$ cat src/hdl/ceb_pkg.sv
// Shared constants and types of the coincidence event builder.
package ceb_pkg;

    localparam int EVENT_DEPTH_DEF = 64;
    localparam int MAX_REQ_DEF     = 4;
    localparam int TIME_BITS_DEF   = 48;

    localparam int ADDR_W     = 32;
    localparam int REQ_ADDR_W = 17;
    localparam int REQ_SLOTS  = 4;
    localparam int DELTA_W    = 16;
    localparam int CNT_W      = 7;
    localparam int CFG_IDX_W  = 3;
    localparam int CFG_DATA_W = 17;

    localparam logic [REQ_ADDR_W-1:0] PAD_ADDR      = 17'h05006;
    localparam logic [DELTA_W-1:0]    MAX_DELTA_RST = 16'd500;

    localparam logic MODE_HIT   = 1'b0;
    localparam logic MODE_FLUSH = 1'b1;

    localparam logic [CFG_IDX_W-1:0] CFG_REQ_COUNT  = 3'd0;
    localparam logic [CFG_IDX_W-1:0] CFG_REQ_ADDR_0 = 3'd1;
    localparam logic [CFG_IDX_W-1:0] CFG_REQ_ADDR_1 = 3'd2;
    localparam logic [CFG_IDX_W-1:0] CFG_REQ_ADDR_2 = 3'd3;
    localparam logic [CFG_IDX_W-1:0] CFG_REQ_ADDR_3 = 3'd4;
    localparam logic [CFG_IDX_W-1:0] CFG_REQ_MODE   = 3'd5;
    localparam logic [CFG_IDX_W-1:0] CFG_MAX_DELTA  = 3'd6;

    typedef struct packed {
        logic [2:0]                           req_count;
        logic [REQ_SLOTS-1:0][REQ_ADDR_W-1:0] req_addr;
        logic [2:0]                           req_mode;
        logic [DELTA_W-1:0]                   max_delta;
    } cfg_t;

    typedef struct packed {
        logic             bank;
        logic [CNT_W-1:0] count;
        logic             accepted;
        logic             truncated;
    } cmd_t;

    typedef struct packed {
        logic valid;
        logic bank;
    } release_t;

endpackage

$ cat src/hdl/ceb_if.sv


interface ceb_out_if #(parameter int TIME_BITS = ceb_pkg::TIME_BITS_DEF);
    logic                      valid;
    logic                      ready;
    logic [TIME_BITS-1:0]      out_time;
    logic [ceb_pkg::ADDR_W-1:0] out_address;
    logic                      out_side;
    logic                      accepted;
    logic                      last_of_event;
    logic                      truncated;

    modport source (output valid, out_time, out_address, out_side, accepted, last_of_event,
                    truncated, input ready);
    modport sink   (input valid, out_time, out_address, out_side, accepted, last_of_event,
                    truncated, output ready);
endinterface

$ cat src/hdl/ceb_back.sv
// Back end: drains a closed bank as event words through a two-stage read pipeline.
module ceb_back #(
    parameter int EVENT_DEPTH = ceb_pkg::EVENT_DEPTH_DEF,
    parameter int TIME_BITS   = ceb_pkg::TIME_BITS_DEF
) (
    input  logic                         clk,
    input  logic                         rst_n,
    input  logic                         cmd_valid,
    input  ceb_pkg::cmd_t                cmd,
    output logic                         cmd_pop,
    output ceb_pkg::release_t            rel,
    output logic                         rd_en,
    output logic [$clog2(EVENT_DEPTH):0] rd_addr,
    input  logic [TIME_BITS-1:0]         rd_time,
    input  logic [ceb_pkg::ADDR_W-1:0]   rd_address,
    input  logic                         rd_side,
    ceb_out_if.source                    events
);
    localparam int IDX_W = $clog2(EVENT_DEPTH);

    logic                        act_reg, act_next;
    logic                        bank_reg;
    logic [ceb_pkg::CNT_W-1:0]   count_reg;
    logic [ceb_pkg::CNT_W-1:0]   idx_reg, idx_next;
    logic                        acc_reg, trunc_reg;

    logic                        a_valid_reg, a_valid_next;
    logic                        a_last_reg, a_acc_reg, a_trunc_reg;

    logic                        out_valid_reg, out_valid_next;
    logic [TIME_BITS-1:0]        out_time_reg;
    logic [ceb_pkg::ADDR_W-1:0]  out_address_reg;
    logic                        out_side_reg, out_acc_reg, out_last_reg, out_trunc_reg;

    logic                        b_load, a_load, issue, issue_last;

    always_comb
    begin
        b_load     = !out_valid_reg || events.ready;
        a_load     = !a_valid_reg || b_load;
        issue      = act_reg && a_load;
        issue_last = (idx_reg + 1'b1) == count_reg;
        cmd_pop    = !act_reg && cmd_valid;

        act_next = act_reg;
        idx_next = idx_reg;
        if (cmd_pop)
        begin
            act_next = 1'b1;
            idx_next = '0;
        end
        else if (issue)
        begin
            idx_next = idx_reg + 1'b1;
            if (issue_last)
            begin
                act_next = 1'b0;
            end
        end

        a_valid_next   = a_load ? issue : a_valid_reg;
        out_valid_next = b_load ? a_valid_reg : out_valid_reg;
    end

    assign rd_en     = issue;
    assign rd_addr   = {bank_reg, idx_reg[IDX_W-1:0]};
    assign rel.valid = issue && issue_last;
    assign rel.bank  = bank_reg;

    assign events.valid         = out_valid_reg;
    assign events.out_time      = out_time_reg;
    assign events.out_address   = out_address_reg;
    assign events.out_side      = out_side_reg;
    assign events.accepted      = out_acc_reg;
    assign events.last_of_event = out_last_reg;
    assign events.truncated     = out_trunc_reg;

    always_ff @(posedge clk or negedge rst_n)
    begin
        if (!rst_n)
        begin
            act_reg       <= 1'b0;
            idx_reg       <= '0;
            a_valid_reg   <= 1'b0;
            out_valid_reg <= 1'b0;
        end
        else
        begin
            act_reg       <= act_next;
            idx_reg       <= idx_next;
            a_valid_reg   <= a_valid_next;
            out_valid_reg <= out_valid_next;
        end
    end

    always_ff @(posedge clk)
    begin
        if (cmd_pop)
        begin
            bank_reg  <= cmd.bank;
            count_reg <= cmd.count;
            acc_reg   <= cmd.accepted;
            trunc_reg <= cmd.truncated;
        end
        if (issue)
        begin
            a_last_reg  <= issue_last;
            a_acc_reg   <= acc_reg;
            a_trunc_reg <= trunc_reg;
        end
        if (b_load && a_valid_reg)
        begin
            out_time_reg    <= rd_time;
            out_address_reg <= rd_address;
            out_side_reg    <= rd_side;
            out_acc_reg     <= a_acc_reg;
            out_last_reg    <= a_last_reg;
            out_trunc_reg   <= a_trunc_reg;
        end
    end

    a_idx_in_range: assert property (@(posedge clk) disable iff (!rst_n)
        act_reg |-> (idx_reg < count_reg))
        else $error("drain index past event size");

    a_release_once: assert property (@(posedge clk) disable iff (!rst_n)
        rel.valid |=> !act_reg)
        else $error("bank released while drain still active");

endmodule

$ cat src/flat_wrapper.sv
// flat-port wrapper written by rule: the top's interface ports become plain ports
module ceb_back_flat 
#(
    parameter int EVENT_DEPTH = ceb_pkg::EVENT_DEPTH_DEF,
    parameter int TIME_BITS   = ceb_pkg::TIME_BITS_DEF
)
  (clk, rst_n, cmd_valid, cmd, cmd_pop, rel, rd_en, rd_addr, rd_time, rd_address, rd_side, events_valid, events_out_time, events_out_address, events_out_side, events_accepted, events_last_of_event, events_truncated, events_ready);
  ceb_out_if #(.TIME_BITS(TIME_BITS)) events_i ();
  input  logic clk;
  input  logic rst_n;
  input  logic cmd_valid;
  input  ceb_pkg::cmd_t cmd;
  output logic cmd_pop;
  output ceb_pkg::release_t rel;
  output logic rd_en;
  output logic [$clog2(EVENT_DEPTH):0] rd_addr;
  input  logic [TIME_BITS-1:0] rd_time;
  input  logic [ceb_pkg::ADDR_W-1:0] rd_address;
  input  logic rd_side;
  output wire logic [$bits(events_i.valid)-1:0] events_valid;
  output wire logic [$bits(events_i.out_time)-1:0] events_out_time;
  output wire logic [$bits(events_i.out_address)-1:0] events_out_address;
  output wire logic [$bits(events_i.out_side)-1:0] events_out_side;
  output wire logic [$bits(events_i.accepted)-1:0] events_accepted;
  output wire logic [$bits(events_i.last_of_event)-1:0] events_last_of_event;
  output wire logic [$bits(events_i.truncated)-1:0] events_truncated;
  input wire logic [$bits(events_i.ready)-1:0] events_ready;
  assign events_valid = events_i.valid;
  assign events_out_time = events_i.out_time;
  assign events_out_address = events_i.out_address;
  assign events_out_side = events_i.out_side;
  assign events_accepted = events_i.accepted;
  assign events_last_of_event = events_i.last_of_event;
  assign events_truncated = events_i.truncated;
  assign events_i.ready = events_ready;
  ceb_back #(.EVENT_DEPTH(EVENT_DEPTH), .TIME_BITS(TIME_BITS)) u_core (.clk(clk), .rst_n(rst_n), .cmd_valid(cmd_valid), .cmd(cmd), .cmd_pop(cmd_pop), .rel(rel), .rd_en(rd_en), .rd_addr(rd_addr), .rd_time(rd_time), .rd_address(rd_address), .rd_side(rd_side), .events(events_i));
endmodule
$ cat config.mk
export PLATFORM = sky130hd
export DESIGN_NAME = ceb_back_flat
export DESIGN_NICKNAME = d
export VERILOG_FILES = /design/src/hdl/ceb_pkg.sv /design/src/hdl/ceb_if.sv /design/src/hdl/ceb_back.sv /design/src/flat_wrapper.sv
export SDC_FILE = /design/constraint.sdc
export NUM_CORES = 1
export LEC_CHECK = 0
export BUFFER_PORTS_ARGS = -buffer_cell sky130_fd_sc_hd__buf_2
export CAP_MARGIN = 20
export CORE_MARGIN = 1.5
export CORE_UTILIZATION = 30
export DETAILED_ROUTE_END_ITERATION = 10
export PLACE_DENSITY_LB_ADDON = 0.1
export SETUP_SLACK_MARGIN = 0.02
export SLEW_MARGIN = 10
export SYNTH_ARGS = -nofsm -noshare
export SYNTH_HDL_FRONTEND = slang
export SYNTH_SLANG_ARGS = --single-unit
$ cat constraint.sdc
create_clock -name clk -period 3.4 [get_ports clk]
set_input_delay 0.68 -clock clk [delete_from_list [all_inputs] [get_ports clk]]
set_output_delay 0.68 -clock clk [all_outputs]
set_load 0.005 [all_outputs]
==> flow_summary_export.csv <==
group,metric,value,unit
clocking,insertion_delay,0.35,ns
pwr,power.density,564,nW/um2
pwr,irDropWorstVdd,0.246,mV
clocking,cts_buffers,9,
finish,fill_cells,1125,
die,chipHeight,113,um
pwr,leakage,0.00212,uW
finish,fin_util,41.8,%
job,max_cap_viol_count,0,
timing,fin_crit,2.65,ns
pwr,combPwrFrac,10.2,%
die,start_util,30.6,%
clocking,htree_levels,3,
timing,setup_violations,0,
finish,final-seq-area,3160,um2
synth,synthTopCellsByArea,"edfxtp_1 80%, dfrtp_1 6.8%, buf_4 1.6%, xor2_1 1.2%, mux2i_1 0.82%",
grt,first_global_vias,2193,
timing,holdWs,0.186,ns
placement,postPlaceCellArea,4740,um2
synth,async_flop_share,9.35,%
timing,period_share,77.9,%
grt,grt_pass1_wl,11.7,mm
clocking,cts.sinks,107,
worst_setup_path,critPathMostFrequentCell,"nor3_1",
placement,gp_routability_congestion,0.740,
detailed_routing,ant_nets,0,
clocking,cts_tree,"done",
detailed_routing,drtIter0Drc,113,
worst_setup_path,crit_cells,6,
synth,ys_seq_area_share,86.4,%
hold_path,hp-class,"in -> async",
pwr,p_switching,648,uW
placement,pre_cts_slack,1.12,ns
clocking,cts_setup_buffers,0,
die,dieArea,12900,um2
worst_setup_path,startpoint,"u_core.idx_reg[0]",
timing,slew_violations,0,
worst_setup_path,worstSetupStartpointType,"flop",
pwr,power_frac_seq,56.3,%
worst_setup_path,arrival,1.97,ns
worst_setup_path,worst_setup_path_end_kind,"output port",
clocking,clk_path_buf_depth,2,
pwr,internal-power,2170,uW
clocking,path_clk_slew,0.06,ns
synth,syn-num-nets,277,
timing,slew_headroom,63.8,%
detailed_routing,wl,7.99,mm
placement,dp_hpwl,6.02,mm
finish,area_delta_synth_final,36.6,%
die,core,12000,um2
worst_setup_path,cp_max_fo,7,
run_status,status,"finished, final reports clean",
detailed_routing,dr.pass1.iters,6,
synth,synth_most_common_cell,"edfxtp_1",
detailed_routing,viasPerCell,4.34,
die,fp.dieW,113,um
clocking,cts-root-buf,"clkbuf_16",
synth,avgSynthCellArea,20.2,um2
die,row_count,40,
detailed_routing,avgRoutedWirePerCell,15.3,um
worst_setup_path,path_class,"reg -> out",
detailed_routing,via_count,2269,
timing,setup_ws,0.752,ns
grt,antenna_found_initial,0,
synth,synth_top_area_share,79.6,%
worst_setup_path,crit_slowest_cell,"dfrtp_1",
worst_setup_path,critPathTopFamily,"simple AND/OR/NAND/NOR gates",
grt,grt_max_degree,46,
synth,yosysTopAreaCell,"edfxtp_1",
pwr,swShare,23.0,%
synth,syn_inst,181,
finish,antenna_cells,0,
finish,multi_input_area,392,um2
synth,synth_seq_cells,107,
synth,synth_flop_cell,"edfxtp_1",
worst_setup_path,cp.required,2.72,ns
timing,setup_tns,0,ns
timing,fmax,378,MHz
timing,hold_viol,0,
detailed_routing,drc_errors,0,
synth,synthTopCellsByCount,"97 x edfxtp_1, 10 x dfrtp_1, 8 x buf_4, 7 x nand2_1",
synth,syn_area,3660,um2
timing,rsz0062_at_grt,"false",
worst_setup_path,timing.rr.start,"u_core.idx_reg[0]",
synth,ys_warn_count,0,
finish,largest_reg_flops,48,
synth,synth_edf_count,97,
clocking,post_cts_resized,0,
placement,portBuffers,190,
worst_setup_path,max_stage_delay,0.45,ns
die,num_io_pins,191,
pwr,clkPwrFrac,33.5,%
worst_setup_path,cp_cell_sequence,"ha_1 > nand3_1 > nor3_1 > o22ai_1 > nor3_1 > buf_2",
worst_setup_path,ff2ff_path_depth,5,
grt,overflow,0,
finish,finalNetCount,468,
timing,skew,0.00795,ns
finish,drive_gt1_share,55.3,%
timing,worstMarginPinSlew,0.542,ns
grt,track_usage,12.5,%
synth,synth.distinct_cells,33,
finish,final_cell_area,5000,um2
worst_setup_path,cp_num_buf_inv,1,
clocking,hold_buffers,0,
-- placed cells by master (no fill, tap or decap), types with 4 or more instances in the layout --
master       n
buf_2      190
edfxtp_1    97
dfrtp_1     10
clkbuf_16    9
nand2_1      7
xor2_1       5
nand3_1      5
nor3_1       5
a21oi_1      4
a21o_1       4
-- metrics by stage --
step	power (uW)	std cells
after CTS	2870	523
after global placement	1910	508
after detailed placement	1910	508
final	2820	523
after floorplan	1780	181
after global routing	2950	523
-- worst paths after layout --
path | end | slack, ns
setup / recovery | rel[1] | 0.75
hold / removal | u_core.idx_reg[0] | 0.19
setup reg to reg | u_core.act_reg | 1.61
hold reg to reg | u_core.a_trunc_reg | 0.43
max in group asynchronous | u_core.idx_reg[6] | 3.01
min in group clk | u_core.a_trunc_reg | 0.43
-- power by group through the flow --
| stage | sequential, uW | clock [uW] | combinational [uW] |
|---|---|---|---|
| after global placement | 1610 | 0 | 296 |
| after floorplan | 1610 | 0 | 175 |
| after detailed placement | 1620 | 0 | 295 |
| after global routing | 1600 | 1030 | 325 |
| after CTS | 1590 | 984 | 295 |
| final | 1590 | 943 | 288 |
-- per-layer routing --
layer | vias up | share of wire (%) | global-route usage, %
met3 | 9 | 8.3 | 6.06
li1 | 1061 | - | -
met4 | 0 | 1.3 | 4.50
met1 | 1090 | 38 | 13.9
met5 | - | 0 | 0
met2 | 109 | 52 | 21.1
-- kinds of logic after synthesis --
logic type               after synthesis  share of synthesized area (%)
adder cells (fa/ha/maj)                1                          0.342
buffers and inverters                 16                           2.94
multiplexers                           3                          0.821
flip-flops                           107                           86.4
AO/OA/AOI/OAI                         17                           3.01
AND/OR/NAND/NOR                       29                           4.55
XOR/XNOR                               8                           1.91
-- cell type report --
class                   count  share of cell area (%)
clock buffers               9                    4.50
multi-input cells          58                    7.83
inverters                   3                   0.225
repair buffers            193                    19.7
flip-flops and latches    107                    63.2
clock inverters             6                   0.801
well taps                 147                    3.68
(Power assumes the default switching activity.)
