$ cat config.mk
export PLATFORM = sky130hd
export DESIGN_NAME = ceb_cmdq
export DESIGN_NICKNAME = d
export VERILOG_FILES = /design/src/hdl/ceb_pkg.sv /design/src/hdl/ceb_cmdq.sv
export SDC_FILE = /design/constraint.sdc
export NUM_CORES = 1
export LEC_CHECK = 0
export BUFFER_PORTS_ARGS = -buffer_cell sky130_fd_sc_hd__buf_2
export CAP_MARGIN = 20
export CORE_MARGIN = 3
export CORE_UTILIZATION = 49
export DETAILED_ROUTE_END_ITERATION = 10
export GPL_ROUTABILITY_DRIVEN = 0
export GPL_TIMING_DRIVEN = 0
export PLACE_DENSITY = 0.75
export REMOVE_ABC_BUFFERS = 1
export SLEW_MARGIN = 20
export SYNTH_ARGS = -nofsm -noshare
export SYNTH_HDL_FRONTEND = slang
export SYNTH_SLANG_ARGS = --single-unit
$ cat constraint.sdc
create_clock -name clk -period 1.9 [get_ports clk]
set_input_delay 0 -clock clk [delete_from_list [all_inputs] [get_ports clk]]
set_output_delay 0 -clock clk [all_outputs]
set_load 0.05 [all_outputs]
$ cat src/hdl/ceb_pkg.sv
// Shared constants and types of the coincidence event builder.
package ceb_pkg;

    localparam int EVENT_DEPTH_DEF = 64;
    localparam int MAX_REQ_DEF     = 4;
    localparam int TIME_BITS_DEF   = 48;

    localparam int ADDR_W     = 32;
    localparam int REQ_ADDR_W = 17;
    localparam int REQ_SLOTS  = 4;
    localparam int DELTA_W    = 16;
    localparam int CNT_W      = 7;
    localparam int CFG_IDX_W  = 3;
    localparam int CFG_DATA_W = 17;

    localparam logic [REQ_ADDR_W-1:0] PAD_ADDR      = 17'h05006;
    localparam logic [DELTA_W-1:0]    MAX_DELTA_RST = 16'd500;

    localparam logic MODE_HIT   = 1'b0;
    localparam logic MODE_FLUSH = 1'b1;

    localparam logic [CFG_IDX_W-1:0] CFG_REQ_COUNT  = 3'd0;
    localparam logic [CFG_IDX_W-1:0] CFG_REQ_ADDR_0 = 3'd1;
    localparam logic [CFG_IDX_W-1:0] CFG_REQ_ADDR_1 = 3'd2;
    localparam logic [CFG_IDX_W-1:0] CFG_REQ_ADDR_2 = 3'd3;
    localparam logic [CFG_IDX_W-1:0] CFG_REQ_ADDR_3 = 3'd4;
    localparam logic [CFG_IDX_W-1:0] CFG_REQ_MODE   = 3'd5;
    localparam logic [CFG_IDX_W-1:0] CFG_MAX_DELTA  = 3'd6;

    typedef struct packed {
        logic [2:0]                           req_count;
        logic [REQ_SLOTS-1:0][REQ_ADDR_W-1:0] req_addr;
        logic [2:0]                           req_mode;
        logic [DELTA_W-1:0]                   max_delta;
    } cfg_t;

    typedef struct packed {
        logic             bank;
        logic [CNT_W-1:0] count;
        logic             accepted;
        logic             truncated;
    } cmd_t;

    typedef struct packed {
        logic valid;
        logic bank;
    } release_t;

endpackage

$ cat src/hdl/ceb_cmdq.sv
// Two-entry queue of closed-event commands between front and back.
module ceb_cmdq (
    input  logic          clk,
    input  logic          rst_n,
    input  logic          push,
    input  ceb_pkg::cmd_t push_cmd,
    output logic          push_ready,
    input  logic          pop,
    output logic          pop_valid,
    output ceb_pkg::cmd_t pop_cmd
);
    ceb_pkg::cmd_t slot_reg [2];
    logic          wr_ptr_reg, wr_ptr_next;
    logic          rd_ptr_reg, rd_ptr_next;
    logic [1:0]    cnt_reg, cnt_next;
    logic          do_push, do_pop;

    assign push_ready = cnt_reg != 2'd2;
    assign pop_valid  = cnt_reg != 2'd0;
    assign pop_cmd    = slot_reg[rd_ptr_reg];
    assign do_push    = push && push_ready;
    assign do_pop     = pop && pop_valid;

    always_comb
    begin
        wr_ptr_next = wr_ptr_reg ^ do_push;
        rd_ptr_next = rd_ptr_reg ^ do_pop;
        cnt_next    = cnt_reg + 2'(do_push) - 2'(do_pop);
    end

    always_ff @(posedge clk or negedge rst_n)
    begin
        if (!rst_n)
        begin
            wr_ptr_reg <= 1'b0;
            rd_ptr_reg <= 1'b0;
            cnt_reg    <= 2'd0;
        end
        else
        begin
            wr_ptr_reg <= wr_ptr_next;
            rd_ptr_reg <= rd_ptr_next;
            cnt_reg    <= cnt_next;
        end
    end

    always_ff @(posedge clk)
    begin
        if (do_push)
        begin
            slot_reg[wr_ptr_reg] <= push_cmd;
        end
    end

endmodule

==> metrics.cfg, run 1 <==
[timing]
rsz0062_at_grt = false
final_max_slew_viol_count = 0
hold_viol = 0
setup_viol_count_final = 0
slew_headroom_pct = 67.6
setup-tns-final_ps = 0
period_minus_slack_ps = 1580
finClkSkew_ps = 0.824
period_share_pct = 83.2
holdWs_ps = 140
max_freq_mhz = 633
worst_slew_pin_slew_ps = 486

[routing]
via_per_inst = 4.83
routed-via-count = 579
postRouteAntennaNets = 0
drt_first_pass_iters = 3
drcViolationCount = 0
wl_per_cell_um = 13.3
drt_iter0_markers = 12
wl_um = 1600

[min_path]
worstHoldPathType = input port to flip-flop
whs_path_depth = 4
hold_start = push
hold_end = wr_ptr_reg

[floorplan]
dieHeight_um = 50.0
dieArea_um2 = 2500
start_util_pct = 53.1
num_io_pins = 26
std_cell_rows = 15
fp.coreArea_um2 = 1780
fp.dieW_um = 50.0

[worst_setup_path]
slowest_delay_ps = 660
path_max_fanout = 11
reg2reg_depth = 3
path_delay_family = flip-flops
crit_slowest_cell = dfrtp_1
cp_cell_sequence = mux2_2 -> buf_2
crit_arrival_ps = 1580
r2r_end = slot_reg[0][6]
regToRegStartpoint = cnt_reg[0]
rrSetupSlack_ps = 380
path_buf_inv = 1
cp-end-kind = output pin
criticalPathCategory = flip-flop to output pin
worstSetupStartpointType = flip-flop
critical_path_required_ps = 1900

[clocking]
clock_sinks = 24
clkLatencyLatePin_ps = 300
clockBufferDepth = 2
post-cts-setup-buffer-count = 0
cts_root_buf = clkbuf_4
cts_max_level = 1
cts_tree = yes
numCtsBuffers = 3
clk_pin_slew_ps = 120

[pwr]
p_per_area_nw_per_um2 = 1570
p_leak_uw = 0.000509
power_uw = 1980
ir_drop_uv = 1130

[synthesis]
yosys_most_used_dff = edfxtp_1
synth_area_leaders = edfxtp_1, mux2_2, dfrtp_1
async_flop_share_pct = 16.7
ys_ff_latch = 24
yosys.area_share.adder_pct = 2.64
yosysMostFrequentCell = edfxtp_1
yosys.area_share.xor_xnor_pct = 1.85
synth_common_cells = edfxtp_1, mux2_2, dfrtp_1
ys_seq_area_share_pct = 74.0
yosys.area_share.simple_pct = 5.02
synth-compound-area-share_pct = 3.30
synth-edff-count = 20
syn_area_um2 = 947
yosys.area.top_type_share_pct = 63.4
yosysUniqueCellTypes = 19
synth_top_area_cell = edfxtp_1
yosysWarnings = 0
synthCells = 54
synth.avg_cell_area_um2 = 17.5
synth_top_family_by_area = multiplexers
synth.area.mux_share_pct = 11.9

[cells_and_area]
fillers = 126
stdcell_area_um2 = 1260
drive_above_1_share_pct = 42.1
areaGrowthSynthToFinish_pct = 33.6
multiInputGateArea_um2 = 234
seqCellArea_um2 = 701
diodes = 0
largest_reg_flops = 20
nets = 112

[global_route]
grt_max_degree = 14
antenna_found_initial = 0
grt_usage_pct = 14.5
grt_pass1_vias = 612
grt_pass1_wl_um = 2630
overflow = 0

[placed_design]
dp.final_hpwl_um = 979
dpl_cell_area_um2 = 1100
port_buffers = 25

[run_status]
status = complete, no violations

[flow_run]
cap_violations = 0

what timing repair did:
item,CTS,global route
resized for setup,0,0
hold buffers,13,0
endpoints found under the setup margin,0,0
endpoints found under the hold margin,25,0
worst max-delay path by stage:
| stage | from | endpoint | slack (ps) | cells past startpoint |
|---|---|---|---|---|
| 2_1_floorplan | cnt_reg[0] | slot_reg[0][0] | 150 | 3 |
| 3_3_place_gp | cnt_reg[0] | slot_reg[0][8] | 380 | 3 |
| 3_5_place_dp | cnt_reg[0] | slot_reg[0][8] | 360 | 3 |
| 4_1_cts | rd_ptr_reg | pop_cmd[9] | 310 | 2 |
| 5_1_grt | rd_ptr_reg | pop_cmd[9] | 230 | 2 |
| 6_report | rd_ptr_reg | pop_cmd[9] | 320 | 2 |
layout make-up:
class / instances / area share (%)
Sequential cell: 24 / 55.4
Inverter: 2 / 0.593
Timing Repair Buffer: 38 / 20.2
Tap cell: 25 / 2.47
Multi-Input combinational cell: 27 / 18.5
Clock buffer: 4 / 2.87
tightest hold or removal path, stage by stage:
cell and delay (ps):
buf_2 140, and2_1 140, ha_1 120, inv_1 30
kinds of logic (layout without fill, tap and decap cells):
| group | after synthesis | count (layout) |
|---|---|---|
| mux | 10 | 10 |
| simple gates | 9 | 9 |
| fa+ha+maj | 2 | 2 |
| flops | 24 | 24 |
| xor+xnor | 2 | 2 |
| buf+inv | 3 | 44 |
| compound gates | 4 | 4 |
cells in the final DEF (no fill, tap or decap):
cell type,instances
and3_1,1
dlygate4sd3_1,13
o21ai_0,1
clkbuf_4,3
nand2_1,1
and2_1,1
a211oi_1,1
clkbuf_8,1
inv_1,2
edfxtp_1,20
nand2b_1,1
nor2b_1,1
buf_2,25
ha_1,2
nand3_1,1
mux2_2,10
a32oi_1,1
dfrtp_1,4
a21bo_1,1
xnor2_1,2
or2_2,1
nor2_1,2
report_power, final:
part           leakage [uW]  internal [uW]  switching [uW]
Clock             0.0000210            117             140
Combinational      0.000255            285             602
Sequential         0.000233            731             105
stage by stage:
| step | util (%) | setup slack [ps] | std cells |
|---|---|---|---|
| final | 70.9 | 319 | 120 |
| after floorplan | - | 150 | 53 |
| after detailed placement | 61.6 | 364 | 103 |
| after global routing | 70.9 | 232 | 120 |
| after global placement | 61.6 | 378 | 103 |
| after CTS | 70.9 | 309 | 120 |
routing by layer:
metal  GRT usage, %  up-vias  share of wire (%)  wire length, um
li1               -      286                  -                -
met1           15.8      272                 42              664
met2           25.8       17                 53              855
met3           3.93        4                3.7               59
met4           6.91        0                1.3               21
met5              0        -                  0                0
No activity file was read; power rests on OpenSTA's default activity.
==> run 2: changes to the inputs <==
Settings changed: ABC_AREA set to 1.
Clock period 1.9 ns to 1.55 ns, I/O delays scaled along.
==> metrics.cfg, run 2 <==
[run_status]
status = complete, no violations  ; unchanged

[clocking]
numCtsBuffers = 3  ; unchanged
cts_root_buf = clkbuf_4  ; unchanged
cts_tree = yes  ; unchanged
clock_sinks = 24  ; unchanged
cts_max_level = 1  ; unchanged
post-cts-setup-buffer-count = 0  ; unchanged
clk_pin_slew_ps = 110  ; was 120 ps
clockBufferDepth = 2  ; unchanged
clkLatencyLatePin_ps = 300  ; about the same

[worst_setup_path]
path_delay_family = simple AND/OR/NAND/NOR gates  ; was flip-flops
criticalPathCategory = flip-flop to flip-flop  ; was flip-flop to output pin
path_max_fanout = 4  ; was 11
crit_arrival_ps = 1650  ; was 1580 ps
cp.depth = 13  ; was 2
crit_slowest_cell = dfrtp_1  ; unchanged
reg2reg_depth = 13  ; was 3
critical_path_required_ps = 1740  ; was 1900 ps
cp-end-kind = flip-flop  ; was output pin
cp_cell_sequence = inv_1 -> nand2_2 -> nand2_2 -> inv_2 -> nand2_1 -> nand2_1 -> ha_1 -> inv_1 -> nand2_1 -> nand2_1 -> inv_1 -> nand2_1 -> nand2_1  ; was mux2_2 -> buf_2
slowest_delay_ps = 440  ; was 660 ps
worstSetupStartpointType = flip-flop  ; unchanged
path_buf_inv = 4  ; was 1
path_common_cell = nand2_1

[global_route]
grt_max_degree = 14  ; unchanged
overflow = 0  ; unchanged
grt_pass1_wl_um = 2480  ; was 2630 um
grt_pass1_vias = 624  ; was 612
antenna_found_initial = 0  ; unchanged
grt_usage_pct = 13.3  ; was 14.5%

[routing]
wl_per_cell_um = 10.2  ; was 13.3 um
via_per_inst = 4.55  ; was 4.83
drcViolationCount = 0  ; unchanged
drt_iter0_markers = 9  ; was 12
routed-via-count = 669  ; was 579
wl_um = 1500  ; was 1600 um
postRouteAntennaNets = 0  ; unchanged
drt_first_pass_iters = 4  ; was 3

[timing]
final_max_slew_viol_count = 0  ; unchanged
slew_headroom_pct = 64.4  ; was 67.6%
rsz0062_at_grt = false  ; unchanged
period_share_pct = 94.0
setup_viol_count_final = 0  ; unchanged
period_minus_slack_ps = 1460
hold_viol = 0  ; unchanged
finClkSkew_ps = 4.53  ; was 0.824 ps
worst_slew_pin_slew_ps = 533  ; was 486 ps
setup-tns-final_ps = 0  ; unchanged
max_freq_mhz = 686

[floorplan]
std_cell_rows = 15  ; unchanged
dieArea_um2 = 2530  ; was 2500 um2
start_util_pct = 53.9  ; was 53.1%
num_io_pins = 26  ; unchanged
fp.coreArea_um2 = 1780  ; unchanged
dieHeight_um = 50.3  ; was 50.0 um
fp.dieW_um = 50.3  ; was 50.0 um

[synthesis]
yosys_most_used_dff = edfxtp_1  ; unchanged
syn_area_um2 = 961  ; was 947 um2
ys_ff_latch = 24  ; unchanged
synth.avg_cell_area_um2 = 11.4  ; was 17.5 um2
synth_area_leaders = edfxtp_1, nand2_1, dfrtp_1  ; was edfxtp_1, mux2_2, dfrtp_1
yosysWarnings = 0  ; unchanged
yosysMostFrequentCell = nand2_1  ; was edfxtp_1
synth_common_cells = nand2_1, edfxtp_1, inv_1  ; was edfxtp_1, mux2_2, dfrtp_1
yosysUniqueCellTypes = 13  ; was 19
synth_top_area_cell = edfxtp_1  ; unchanged
ys_seq_area_share_pct = 72.9  ; was 74.0%
async_flop_share_pct = 16.7  ; unchanged
synth-edff-count = 20  ; unchanged
yosys.area.top_type_share_pct = 62.5  ; was 63.4%
synthCells = 84  ; was 54

[cells_and_area]
largest_reg_flops = 20  ; unchanged
diodes = 0  ; unchanged
fillers = 141  ; was 126
final_common_cell = nand2_1  ; was buf_2
stdcell_area_um2 = 1250  ; was 1260 um2
mostFrequentLayoutCells = nand2_1, buf_2, edfxtp_1  ; was buf_2, edfxtp_1, dlygate4sd3_1
areaGrowthSynthToFinish_pct = 30.5  ; was 33.6%
multiInputGateArea_um2 = 220  ; was 234 um2
fin_cells = 147  ; was 120
seqCellArea_um2 = 701  ; unchanged
drive_above_1_share_pct = 29.5  ; was 42.1%
nets = 139  ; was 112

[flow_run]
cap_violations = 0  ; unchanged

[pwr]
p_leak_uw = 0.000583  ; was 0.000509 uW
ir_drop_uv = 1230  ; was 1130 uV
p_per_area_nw_per_um2 = 2030  ; was 1570 nW/um2

[placed_design]
port_buffers = 25  ; unchanged
dp.final_hpwl_um = 1010  ; was 979 um
dpl_cell_area_um2 = 1110  ; was 1100 um2
place_inst = 132  ; was 103

[min_path]
worstHoldPathType = input port to asynchronous set/reset pin  ; was input port to flip-flop

-- run 2: changes by cell type after synthesis, sizes merged, moves of 2 or more --
cell and change:
nand2 +39, mux2 -10, inv +8, xnor2 -2
-- run 2: final cells by class --
type	instances	area share, %
Timing Repair Buffer	36	18.8
Multi-Input combinational cell	48	17.6
Sequential cell	24	55.9
Tap cell	25	2.50
Inverter	10	3.19
Clock buffer	4	2.10
-- run 2: cell families (layout without fill, tap and decap cells) --
kind of cell             after synthesis  after routing  share of synthesized area (%)
adder cells (fa/ha/maj)                2              2                           2.60
AO/OA/AOI/OAI                          1              1                          0.520
XOR/XNOR                               1              1                          0.912
buffers and inverters                 12             50                           4.95
flip-flops                            24             24                           72.9
AND/OR/NAND/NOR                       44             44                           18.1
-- run 2: metal layers --
| layer | share of wire (%) | global-route usage [%] | vias to the layer above |
|---|---|---|---|
| li1 | - | - | 343 |
| met1 | 42 | 14.4 | 303 |
| met2 | 53 | 24.1 | 21 |
| met5 | 0 | 0 | - |
| met4 | 0.33 | 5.53 | 0 |
| met3 | 4.3 | 3.56 | 2 |
-- run 2: final timing paths --
check	startpoint	to	slack, ps
setup / recovery	cnt_reg[0]	cnt_reg[1]	90
hold / removal	rst_n	wr_ptr_reg	20
setup reg to reg	cnt_reg[0]	cnt_reg[1]	90
hold reg to reg	cnt_reg[0]	cnt_reg[0]	610
max in group asynchronous	rst_n	rd_ptr_reg	1410
min in group clk	pop	rd_ptr_reg	40
-- run 2: report_power, final --
| part | leakage (uW) | switching (uW) | internal (uW) | total [uW] |
|---|---|---|---|---|
| Combinational | 0.000336 | 976 | 301 | 1280 |
| Sequential | 0.000233 | 115 | 896 | 1010 |
| Clock | 0.0000150 | 163 | 100 | 263 |
-- run 2: metrics by stage --
step | hold slack, ps | utilization [%] | setup slack (ps) | total power, uW
after global routing | 27.7 | 70.3 | 7.99 | 2710
after floorplan | -296 | - | -67.6 | 1970
after CTS | 18.6 | 69.9 | 45.2 | 2540
after global placement | -189 | 62.1 | -70.4 | 2230
after detailed placement | -190 | 62.1 | -76.3 | 2260
final | 22.7 | 70.3 | 92.5 | 2550
-- run 2: timing repair --
item                                   in CTS  in global routing
setup endpoints to repair                  10                 18
gates resized for setup                     1                  3
endpoints found under the hold margin      24                  0
hold buffers                               11                  0
-- run 2: worst register-to-register path, cell delays in order, from the launching register on --
cell	delay, ps
dfrtp_1	440
inv_1	90
nand2_2	50
nand2_2	100
inv_2	50
nand2_1	50
nand2_1	50
ha_1	190
inv_1	50
nand2_1	40
nand2_1	80
inv_1	40
nand2_1	60
nand2_1	60
