$ cat src/hdl/ceb_pkg.sv
// Shared constants and types of the coincidence event builder.
package ceb_pkg;

    localparam int EVENT_DEPTH_DEF = 64;
    localparam int MAX_REQ_DEF     = 4;
    localparam int TIME_BITS_DEF   = 48;

    localparam int ADDR_W     = 32;
    localparam int REQ_ADDR_W = 17;
    localparam int REQ_SLOTS  = 4;
    localparam int DELTA_W    = 16;
    localparam int CNT_W      = 7;
    localparam int CFG_IDX_W  = 3;
    localparam int CFG_DATA_W = 17;

    localparam logic [REQ_ADDR_W-1:0] PAD_ADDR      = 17'h05006;
    localparam logic [DELTA_W-1:0]    MAX_DELTA_RST = 16'd500;

    localparam logic MODE_HIT   = 1'b0;
    localparam logic MODE_FLUSH = 1'b1;

    localparam logic [CFG_IDX_W-1:0] CFG_REQ_COUNT  = 3'd0;
    localparam logic [CFG_IDX_W-1:0] CFG_REQ_ADDR_0 = 3'd1;
    localparam logic [CFG_IDX_W-1:0] CFG_REQ_ADDR_1 = 3'd2;
    localparam logic [CFG_IDX_W-1:0] CFG_REQ_ADDR_2 = 3'd3;
    localparam logic [CFG_IDX_W-1:0] CFG_REQ_ADDR_3 = 3'd4;
    localparam logic [CFG_IDX_W-1:0] CFG_REQ_MODE   = 3'd5;
    localparam logic [CFG_IDX_W-1:0] CFG_MAX_DELTA  = 3'd6;

    typedef struct packed {
        logic [2:0]                           req_count;
        logic [REQ_SLOTS-1:0][REQ_ADDR_W-1:0] req_addr;
        logic [2:0]                           req_mode;
        logic [DELTA_W-1:0]                   max_delta;
    } cfg_t;

    typedef struct packed {
        logic             bank;
        logic [CNT_W-1:0] count;
        logic             accepted;
        logic             truncated;
    } cmd_t;

    typedef struct packed {
        logic valid;
        logic bank;
    } release_t;

endpackage

$ cat src/hdl/ceb_if.sv
// Handshake channels for hits in and event words out.
interface ceb_in_if #(parameter int TIME_BITS = ceb_pkg::TIME_BITS_DEF);
    logic                      valid;
    logic                      ready;
    logic                      mode;
    logic [TIME_BITS-1:0]      hit_time;
    logic [ceb_pkg::ADDR_W-1:0] hit_address;
    logic                      hit_side;

    modport source (output valid, mode, hit_time, hit_address, hit_side, input ready);
    modport sink   (input valid, mode, hit_time, hit_address, hit_side, output ready);
endinterface


$ cat src/hdl/ceb_front.sv
// Front end: takes hits, tracks the window and side coincidences, fills banks.
module ceb_front #(
    parameter int EVENT_DEPTH = ceb_pkg::EVENT_DEPTH_DEF,
    parameter int MAX_REQ     = ceb_pkg::MAX_REQ_DEF,
    parameter int TIME_BITS   = ceb_pkg::TIME_BITS_DEF
) (
    input  logic                         clk,
    input  logic                         rst_n,
    ceb_in_if.sink                       hits,
    input  ceb_pkg::cfg_t                cfg,
    output logic                         cmd_push,
    output ceb_pkg::cmd_t                cmd,
    input  logic                         cmd_ready,
    input  ceb_pkg::release_t            rel,
    output logic                         wr_en,
    output logic [$clog2(EVENT_DEPTH):0] wr_addr,
    output logic [TIME_BITS-1:0]         wr_time,
    output logic [ceb_pkg::ADDR_W-1:0]   wr_address,
    output logic                         wr_side
);
    localparam int IDX_W  = $clog2(EVENT_DEPTH);
    localparam int FILL_W = $clog2(EVENT_DEPTH + 1);
    localparam int SIDE_W = 2 * MAX_REQ;

    logic                       pend_valid_reg, pend_valid_next;
    logic                       pend_mode_reg;
    logic [TIME_BITS-1:0]       pend_time_reg;
    logic [ceb_pkg::ADDR_W-1:0] pend_addr_reg;
    logic                       pend_side_reg;

    logic                       open_reg, open_next;
    logic                       cur_bank_reg, cur_bank_next;
    logic [FILL_W-1:0]          fill_reg, fill_next;
    logic [TIME_BITS-1:0]       wstart_reg, wstart_next;
    logic [SIDE_W-1:0]          side_reg, side_next;
    logic                       ovf_reg, ovf_next;
    logic [1:0]                 busy_reg, busy_next;

    logic [TIME_BITS-1:0]       diff;
    logic                       is_flush, out_win, closing, opening, new_bank;
    logic                       can_go, fire, load;
    logic [FILL_W-1:0]          base_fill;
    logic [SIDE_W-1:0]          base_side, match_bits;
    logic                       base_ovf;
    logic [2:0]                 n_used, both;
    logic                       acc;
    logic [1:0]                 busy_set, busy_clr;

    always_comb
    begin
        is_flush = pend_mode_reg == ceb_pkg::MODE_FLUSH;
        diff     = pend_time_reg - wstart_reg;
        out_win  = diff >= TIME_BITS'(cfg.max_delta);
        closing  = open_reg && (is_flush || out_win);
        opening  = !is_flush && (closing || !open_reg);
        new_bank = cur_bank_reg ^ closing;
        can_go   = !(closing && !cmd_ready) && !(opening && busy_reg[new_bank]);
        fire     = pend_valid_reg && can_go;
        load     = hits.valid && hits.ready;

        base_fill = opening ? '0 : fill_reg;
        base_side = opening ? '0 : side_reg;
        base_ovf  = opening ? 1'b0 : ovf_reg;

        match_bits = '0;
        for (int i = 0; i < MAX_REQ; i++)
        begin
            if (pend_addr_reg[ceb_pkg::REQ_ADDR_W-1:0] == cfg.req_addr[i])
            begin
                match_bits[2*i + int'(pend_side_reg)] = 1'b1;
                if (cfg.req_addr[i] == ceb_pkg::PAD_ADDR)
                begin
                    match_bits[2*i + 1] = 1'b1;
                end
            end
        end

        // coincidence decision over the event being closed
        n_used = (cfg.req_count > 3'(MAX_REQ)) ? 3'(MAX_REQ) : cfg.req_count;
        both   = 3'd0;
        for (int i = 0; i < MAX_REQ; i++)
        begin
            if ((3'(i) < n_used) && (side_reg[2*i +: 2] == 2'b11))
            begin
                both = both + 3'd1;
            end
        end
        if (n_used == 3'd0)
        begin
            acc = 1'b1;
        end
        else if (cfg.req_mode == 3'd0)
        begin
            acc = both == n_used;
        end
        else
        begin
            acc = both >= cfg.req_mode;
        end
    end

    assign hits.ready   = !pend_valid_reg || fire;
    assign cmd_push     = fire && closing;
    assign cmd.bank     = cur_bank_reg;
    assign cmd.count    = ceb_pkg::CNT_W'(fill_reg);
    assign cmd.accepted = acc;
    assign cmd.truncated = ovf_reg;

    assign wr_en      = fire && !is_flush && (base_fill < FILL_W'(EVENT_DEPTH));
    assign wr_addr    = {new_bank, base_fill[IDX_W-1:0]};
    assign wr_time    = pend_time_reg;
    assign wr_address = pend_addr_reg;
    assign wr_side    = pend_side_reg;

    always_comb
    begin
        pend_valid_next = pend_valid_reg;
        if (load)
        begin
            pend_valid_next = 1'b1;
        end
        else if (fire)
        begin
            pend_valid_next = 1'b0;
        end

        open_next     = open_reg;
        cur_bank_next = cur_bank_reg;
        fill_next     = fill_reg;
        wstart_next   = wstart_reg;
        side_next     = side_reg;
        ovf_next      = ovf_reg;
        busy_set      = 2'b00;
        busy_clr      = 2'b00;

        if (rel.valid)
        begin
            busy_clr[rel.bank] = 1'b1;
        end

        if (fire)
        begin
            if (closing)
            begin
                busy_set[cur_bank_reg] = 1'b1;
                cur_bank_next          = new_bank;
            end
            if (is_flush)
            begin
                if (closing)
                begin
                    open_next = 1'b0;
                    fill_next = '0;
                    side_next = '0;
                    ovf_next  = 1'b0;
                end
            end
            else
            begin
                open_next = 1'b1;
                if (opening)
                begin
                    wstart_next = pend_time_reg;
                end
                side_next = base_side | match_bits;
                if (base_fill < FILL_W'(EVENT_DEPTH))
                begin
                    fill_next = base_fill + 1'b1;
                    ovf_next  = base_ovf;
                end
                else
                begin
                    fill_next = base_fill;
                    ovf_next  = 1'b1;
                end
            end
        end

        busy_next = (busy_reg & ~busy_clr) | busy_set;
    end

    always_ff @(posedge clk or negedge rst_n)
    begin
        if (!rst_n)
        begin
            pend_valid_reg <= 1'b0;
            open_reg       <= 1'b0;
            cur_bank_reg   <= 1'b0;
            fill_reg       <= '0;
            wstart_reg     <= '0;
            side_reg       <= '0;
            ovf_reg        <= 1'b0;
            busy_reg       <= 2'b00;
        end
        else
        begin
            pend_valid_reg <= pend_valid_next;
            open_reg       <= open_next;
            cur_bank_reg   <= cur_bank_next;
            fill_reg       <= fill_next;
            wstart_reg     <= wstart_next;
            side_reg       <= side_next;
            ovf_reg        <= ovf_next;
            busy_reg       <= busy_next;
        end
    end

    always_ff @(posedge clk)
    begin
        if (load)
        begin
            pend_mode_reg <= hits.mode;
            pend_time_reg <= hits.hit_time;
            pend_addr_reg <= hits.hit_address;
            pend_side_reg <= hits.hit_side;
        end
    end

    // the bank being filled is never one still held by the drain side
    a_open_bank_free: assert property (@(posedge clk) disable iff (!rst_n)
        open_reg |-> !busy_reg[cur_bank_reg])
        else $error("open event sits in a busy bank");

    a_open_has_hit: assert property (@(posedge clk) disable iff (!rst_n)
        open_reg |-> (fill_reg != '0))
        else $error("open event holds no hit");

    a_push_has_room: assert property (@(posedge clk) disable iff (!rst_n)
        cmd_push |-> (cmd_ready && !busy_reg[cur_bank_reg]))
        else $error("close command pushed without room");

endmodule

$ cat src/flat_wrapper.sv
// flat-port wrapper written by rule: the top's interface ports become plain ports
module ceb_front_flat 
#(
    parameter int EVENT_DEPTH = ceb_pkg::EVENT_DEPTH_DEF,
    parameter int MAX_REQ     = ceb_pkg::MAX_REQ_DEF,
    parameter int TIME_BITS   = ceb_pkg::TIME_BITS_DEF
)
  (clk, rst_n, cfg, cmd_push, cmd, cmd_ready, rel, wr_en, wr_addr, wr_time, wr_address, wr_side, hits_valid, hits_mode, hits_hit_time, hits_hit_address, hits_hit_side, hits_ready);
  ceb_in_if #(.TIME_BITS(TIME_BITS)) hits_i ();
  input  logic clk;
  input  logic rst_n;
  input  ceb_pkg::cfg_t cfg;
  output logic cmd_push;
  output ceb_pkg::cmd_t cmd;
  input  logic cmd_ready;
  input  ceb_pkg::release_t rel;
  output logic wr_en;
  output logic [$clog2(EVENT_DEPTH):0] wr_addr;
  output logic [TIME_BITS-1:0] wr_time;
  output logic [ceb_pkg::ADDR_W-1:0] wr_address;
  output logic wr_side;
  input wire logic [$bits(hits_i.valid)-1:0] hits_valid;
  input wire logic [$bits(hits_i.mode)-1:0] hits_mode;
  input wire logic [$bits(hits_i.hit_time)-1:0] hits_hit_time;
  input wire logic [$bits(hits_i.hit_address)-1:0] hits_hit_address;
  input wire logic [$bits(hits_i.hit_side)-1:0] hits_hit_side;
  output wire logic [$bits(hits_i.ready)-1:0] hits_ready;
  assign hits_i.valid = hits_valid;
  assign hits_i.mode = hits_mode;
  assign hits_i.hit_time = hits_hit_time;
  assign hits_i.hit_address = hits_hit_address;
  assign hits_i.hit_side = hits_hit_side;
  assign hits_ready = hits_i.ready;
  ceb_front #(.EVENT_DEPTH(EVENT_DEPTH), .MAX_REQ(MAX_REQ), .TIME_BITS(TIME_BITS)) u_core (.clk(clk), .rst_n(rst_n), .hits(hits_i), .cfg(cfg), .cmd_push(cmd_push), .cmd(cmd), .cmd_ready(cmd_ready), .rel(rel), .wr_en(wr_en), .wr_addr(wr_addr), .wr_time(wr_time), .wr_address(wr_address), .wr_side(wr_side));
endmodule
$ cat config.mk
export PLATFORM = sky130hd
export DESIGN_NAME = ceb_front_flat
export DESIGN_NICKNAME = d
export VERILOG_FILES = /design/src/hdl/ceb_pkg.sv /design/src/hdl/ceb_if.sv /design/src/hdl/ceb_front.sv /design/src/flat_wrapper.sv
export SDC_FILE = /design/constraint.sdc
export NUM_CORES = 1
export LEC_CHECK = 0
export CAP_MARGIN = 20
export CORE_MARGIN = 3
export CORE_UTILIZATION = 55
export CTS_BUF_LIST = sky130_fd_sc_hd__clkbuf_8
export CTS_CLUSTER_DIAMETER = 150
export DETAILED_ROUTE_END_ITERATION = 12
export DONT_BUFFER_PORTS = 1
export PLACE_DENSITY = 0.7
export SLEW_MARGIN = 5
export SYNTH_ARGS = -nofsm -noshare
export SYNTH_HDL_FRONTEND = slang
export SYNTH_SLANG_ARGS = --single-unit
$ cat constraint.sdc
create_clock -name clk -period 7.9 [get_ports clk]
set_input_delay 0.395 -clock clk [delete_from_list [all_inputs] [get_ports clk]]
set_output_delay 0.395 -clock clk [all_outputs]
set_load 0.005 [all_outputs]
==> results of run 1 <==
cells by family (layout without fill, tap and decap cells):
logic type	after synthesis	after routing	synth area share (%)
simple gates	362	362	17.27
xor+xnor	108	108	9.182
flops	151	151	40.67
compound gates	284	284	17.27
buf+inv	146	207	5.660
other cells	0	1	0
fa+ha+maj	73	73	8.940
mux	10	10	1.008
stage by stage:
stage               power, µW  utilization, %  cell area [µm²]  hold slack [ns]  worst slack, ns
floorplan                3057               -            10300          0.09941           0.5369
global placement         3578           57.10            10400           0.1031            1.087
detailed placement       3595           57.10            10400           0.1031           0.9014
CTS                      4251           63.55            11570        0.0001510           0.6192
global route             4645           63.83            11620         0.003803          0.09536
finish                   4273           63.84            11620          0.03624           0.6521
layer usage:
metal / vias up / global-route usage (%) / part of all wire, %
met5: - / 0 / 0
met4: 0 / 9.155 / 2.5
met3: 59 / 7.703 / 8.3
met2: 375 / 43.74 / 47
met1: 4104 / 36.89 / 42
li1: 4192 / - / -
final timing paths:
| check | end | depth (start not counted) | slack, ns |
|---|---|---|---|
| min reg2reg | u_core.wstart_reg[0]$_DFFE_PN0P_ | 1 | 0.51 |
| max reg2reg | u_core.wr_time[7]$_DFFE_PP_ | 26 | 0.80 |
| max in group asynchronous | u_core.wstart_reg[24]$_DFFE_PN0P_ | 2 | 7.09 |
| min in group asynchronous | u_core.wstart_reg[46]$_DFFE_PN0P_ | 2 | 0.50 |
| min | u_core.wr_time[30]$_DFFE_PP_ | 0 | 0.04 |
| max | cmd_push | 24 | 0.65 |
layout make-up:
class	count	area [µm²]
Fill cell	1513	6584
Multi-Input combinational cell	837	5537
Sequential cell	151	4189
Timing Repair Buffer	83	868.3
Inverter	92	345.3
Tap cell	229	286.5
Clock buffer	17	234.0
Clock inverter	15	162.7
Antenna cell	1	2.502
power by group:
| part | switching, µW | leakage, µW | total, µW | internal [µW] |
|---|---|---|---|---|
| Combinational | 1500 | 0.00279 | 2440 | 941 |
| Clock | 341 | 0.000196 | 604 | 263 |
| Sequential | 160 | 0.00166 | 1230 | 1070 |
placed cells by master (no fill, tap or decap), types with 8 or more instances in the layout:
master,n
inv_1,92
o21ai_1,51
nor3_1,22
nand2_1,139
dfrtp_1,69
a21oi_1,71
a211oi_1,8
nor2b_1,11
a21o_1,22
a31oi_1,15
nand3_1,25
xor2_1,29
nor4_1,22
nand4_1,38
dlygate4sd3_1,80
nor2_1,58
o21ai_0,41
ha_1,72
clkbuf_8,17
xnor2_1,79
o22ai_1,8
nand2b_1,8
edfxtp_1,82
timing repair:
action	in CTS	in global routing
endpoints found under the setup margin	0	0
gates resized for setup	0	0
hold buffers	76	5
hold endpoints to repair	143	5
==> results.toml, run 1 <==
[placed_design]
portBuffers = 0
gp_congestion = 0.9859
hpwl_um = 21300
dp.cells = 1311

[global_routing]
grt.overflow.total = 0
grt_pass1_wl_um = 44560
antenna_found_initial = 0
grt_max_degree = 103
grt_use_total_pct = 27.64
grt_pass1_vias = 8430

[worst_setup_path]
cpMostUsedCell = "ha_1"
crit-reg2reg-launch = "u_core.wr_time[0]$_DFFE_PP_"
crit_arrival_ns = 6.85
critical-path-top-delay-family = "simple AND/OR/NAND/NOR gates"
worstPathCellList = "inv_1, ha_1, inv_1, fa_1, a21o_1, a221o_1, a31oi_1, o21ai_0, xor2_1, ha_1, nor2b_1, o21ai_0, nand2_1, a2111oi_0, nor3_1, nor4b_1, nand4_1, nor4b_2, nor2_1, ha_1, mux2i_1, or2_2, nand2_1, nor3_1"
crit_path_start_kind = "flip-flop"
cp_max_fo = 6
cp-end-kind = "output pin"
crit_required_ns = 7.51
path_class = "flip-flop to output pin"
cpPeakStageDelay_ns = 0.64
critPathLaunch = "u_core.wr_time[0]$_DFFE_PP_"
crit_buf_inv = 2
cpMaxStageDelayCell = "nor3_1"

[clock_network]
cts.sinks = 151
cts_tree = "built"
clock_latency_ns = 0.47
path_clk_slew_ns = 0.09
cts_buffers = 17
ctsHtreeMaxLevel = 4
clock_tree.root_cell = "clkbuf_8"
post_cts_buffers = 0
ctsLongestPathBuffers = 2

[timing]
drv_slew = 0
grt_setup_unrepaired = "false"
fin_crit_ns = 7.248
hold_violations = 0
post-route-period-util_pct = 91.75
setup-violations-final = 0
maxSlewHeadroom_pct = 44.52
skew_ns = 0.02559
setup-tns-final_ns = 0
max_freq_ghz = 0.1380
tightest_slew_ns = 0.8258

[power_and_ir_drop]
peakVddDrop_mv = 0.1762
pwr_density_cell_mw_per_mm2 = 367.6
p_leak_uw = 0.004649

[routing]
drc = 0
drt_first_pass_iters = 6
routed_via_density = 6.126
drt_iter0_drc = 800
routed_wirelength_um = 29000
antenna_left = 0
avgRoutedWirePerCell_um = 20.35
vias = 8730

[floorplan]
std_cell_rows = 49
die_height_um = 142.9
core_mm2 = 0.01821
dieArea_mm2 = 0.02041
initial_core_util_pct = 56.57
dieWidth_um = 142.9
io_pins = 279

[yosys]
synth_edf_count = 82
synth.area.top_cells = "edfxtp_1, dfrtp_1, ha_1"
async_reset_ff_share_pct = 45.70
ys_warn_count = 0
synthCells = 1134
syn-num-nets = 1385
ys_seq_elements = 151
syn_area_mm2 = 0.01030
synth_top_area_cell = "edfxtp_1"
post_synth.cell_area_avg_um2 = 9.084
ys_seq_area_share_pct = 40.67
synthFlopType = "edfxtp_1"
synth_top_area_share_pct = 23.90
synth.most_common_cell = "nand2_1"
synth_commonest_cells = "nand2_1, inv_1, edfxtp_1"
synth_cell_types = 77

[run]
maxCapViolCount = 0

[cells_and_area]
drive_gt1_share_pct = 4.351
instances_no_fill = 1425
fin_nets = 1433
syn_to_final_growth_pct = 12.85

[hold_path]
hold_path.class = "input port to flip-flop"
min_from = "hits_hit_time[30]"

[run_status]
status = "complete, no violations"
Power figures use the tool's default switching activity.
==> run 2: changes to the inputs <==
--- a/config.mk
+++ b/config.mk
@@ -8,7 +8,7 @@
 export CAP_MARGIN = 20
 export CORE_MARGIN = 3
 export CORE_UTILIZATION = 55
-export CTS_BUF_LIST = sky130_fd_sc_hd__clkbuf_8
+export CTS_BUF_LIST = sky130_fd_sc_hd__clkbuf_2
 export CTS_CLUSTER_DIAMETER = 150
 export DETAILED_ROUTE_END_ITERATION = 12
 export DONT_BUFFER_PORTS = 1
@@ -17,3 +17,4 @@
 export SYNTH_ARGS = -nofsm -noshare
 export SYNTH_HDL_FRONTEND = slang
 export SYNTH_SLANG_ARGS = --single-unit
+export TNS_END_PERCENT = 1
==> results.toml, run 2 (synthesized netlist as in run 1, its figures left out) <==
[run_status]
status = "complete, no violations"

[floorplan]
initial_core_util_pct = 56.57
dieWidth_um = 142.9
dieArea_mm2 = 0.02041
die_height_um = 142.9
std_cell_rows = 49
core_mm2 = 0.01821
io_pins = 279

[global_routing]
grt_pass1_wl_um = 45180
grt_use_total_pct = 27.97
grt_max_degree = 103
antenna_found_initial = 0
grt.overflow.total = 0
grt_pass1_vias = 8715

[clock_network]
cts_buffers = 17
ctsHtreeMaxLevel = 4
cts.sinks = 151
cts_tree = "built"
clock_latency_ns = 0.76
post_cts_buffers = 0
clock_tree.root_cell = "clkbuf_2"
path_clk_slew_ns = 0.26
ctsLongestPathBuffers = 2

[cells_and_area]
layout_commonest_cell = "nand2_1"
syn_to_final_growth_pct = 13.94
stdcell_area_mm2 = 0.01174
instances_no_fill = 1449
n_antenna_cell = 0
final_cell_mix = "nand2_1, dlygate4sd3_1, inv_1"
fin_nets = 1458
drive_gt1_share_pct = 4.344
nFillCells = 1490

[worst_setup_path]
rr_worst_depth = 26
cpMostUsedCell = "ha_1"
crit_path_start_kind = "flip-flop"
path_class = "flip-flop to output pin"
rrSetupSlack_ns = 0.85
cp_max_fo = 6
crit_required_ns = 7.51
cpPeakStageDelay_ns = 0.49
critPathLaunch = "u_core.wr_time[0]$_DFFE_PP_"
worstPathCellList = "inv_1, ha_1, inv_1, fa_1, a21o_1, a221o_1, a31oi_1, o21ai_0, xor2_1, ha_1, nor2b_1, o21ai_0, nand2_1, a2111oi_0, nor3_1, nor4b_1, nand4_1, nor4b_4, nor2_1, ha_1, mux2i_1, or2_2, nand2_1, nor3_2"
r2r-end = "u_core.wr_time[18]$_DFFE_PP_"
crit_arrival_ns = 6.85
crit_end = "cmd_push"
crit-reg2reg-launch = "u_core.wr_time[0]$_DFFE_PP_"
cpMaxStageDelayCell = "edfxtp_1"
cp-end-kind = "output pin"

[routing]
drt_iter0_drc = 663
avgRoutedWirePerCell_um = 20.10
vias = 8815
antenna_left = 0
drt_first_pass_iters = 5
routed_wirelength_um = 29130
drc = 0
routed_via_density = 6.084

[placed_design]
gp_congestion = 0.9859
portBuffers = 0
dp.cells = 1311
dpl_cell_area_mm2 = 0.01040
hpwl_um = 21300

[timing]
setup-tns-final_ns = 0
skew_ns = 0.05414
tightest_slew_ns = 0.7213
max_freq_ghz = 0.1380
grt_setup_unrepaired = "false"
setup-violations-final = 0
fin_crit_ns = 7.249
drv_slew = 0
hold_violations = 0
post-route-period-util_pct = 91.75
maxSlewHeadroom_pct = 51.62

[run]
maxCapViolCount = 0

[hold_path]
hold_path.class = "input port to flip-flop"

[power_and_ir_drop]
peakVddDrop_mv = 0.1857
p_leak_uw = 0.004706
pwr_density_cell_mw_per_mm2 = 351.7
## run 2: cell types whose count changed in the layout (fill, tap and decap cells not counted), sizes merged
cell         delta
dlygate4sd3    +25
diode           -1
## run 2: cell type report
cell class / count / area [µm²] / area share [%]
Clock buffer: 17 / 85.08 / 0.7249
Clock inverter: 15 / 162.7 / 1.386
Inverter: 92 / 345.3 / 2.942
Multi-Input combinational cell: 837 / 5550 / 47.29
Sequential cell: 151 / 4189 / 35.69
Tap cell: 229 / 286.5 / 2.441
Timing Repair Buffer: 108 / 1119 / 9.530
## run 2: metrics by stage
stage / total power, µW / utilization [%] / hold WS, ns / setup slack [ns]
final: 4128 / 64.46 / 0.09252 / 0.6515
after global routing: 4509 / 64.46 / 0.009755 / 0.02952
after CTS: 4106 / 64.39 / 0.005211 / 0.2847
after detailed placement: 3595 / 57.10 / 0.1031 / 0.9014
after global placement: 3578 / 57.10 / 0.1031 / 1.087
after floorplan: 3057 / - / 0.09941 / 0.5369
## run 2: worst min path at each step
stage	start	to	slack [ns]	cells after the start
3_5_place_dp	rst_n	u_core.wstart_reg[38]$_DFFE_PN0P_	0.10	0
2_1_floorplan	rst_n	u_core.busy_reg[0]$_DFF_PN0_	0.1	0
3_3_place_gp	rst_n	u_core.wstart_reg[38]$_DFFE_PN0P_	0.10	0
6_report	cmd_ready	u_core.pend_valid_reg$_DFFE_PN0P_	0.09	4
5_1_grt	cmd_ready	u_core.pend_valid_reg$_DFFE_PN0P_	0.01	4
4_1_cts	cmd_ready	u_core.pend_valid_reg$_DFFE_PN0P_	0.005	4
## run 2: power by group
part / leakage (µW) / internal, µW / switching [µW] / total (µW)
clock: 0.000144 / 130 / 324 / 454
sequential: 0.00166 / 1060 / 159 / 1220
combinational: 0.00290 / 950 / 1500 / 2450
total: 0.00471 / 2140 / 1990 / 4130
## run 2: worst max-delay path, delay by kind of cell (launching register included)
family / cells / cell delay, ns
compound gates: 6 / 1.55
buf+inv: 2 / 0.15
mux: 1 / 0.25
simple gates: 10 / 2.26
fa+ha+maj: 4 / 1.22
flops: 1 / 0.49
xor+xnor: 1 / 0.17
## run 2: timing repair
action                                  4_1_cts  5_1_grt
endpoints found under the setup margin        0        1
endpoints found under the hold margin       165        0
resized for setup                             0        2
hold buffers                                106        0
## run 2: metal layers
metal	share of wire, %	GRT usage (%)	routed length (µm)	vias to the layer above
met4	2.6	10.31	761	0
met5	0	0	0	-
li1	-	-	-	4241
met2	48	44.68	13890	367
met1	42	36.59	12240	4139
met3	7.7	7.703	2233	68
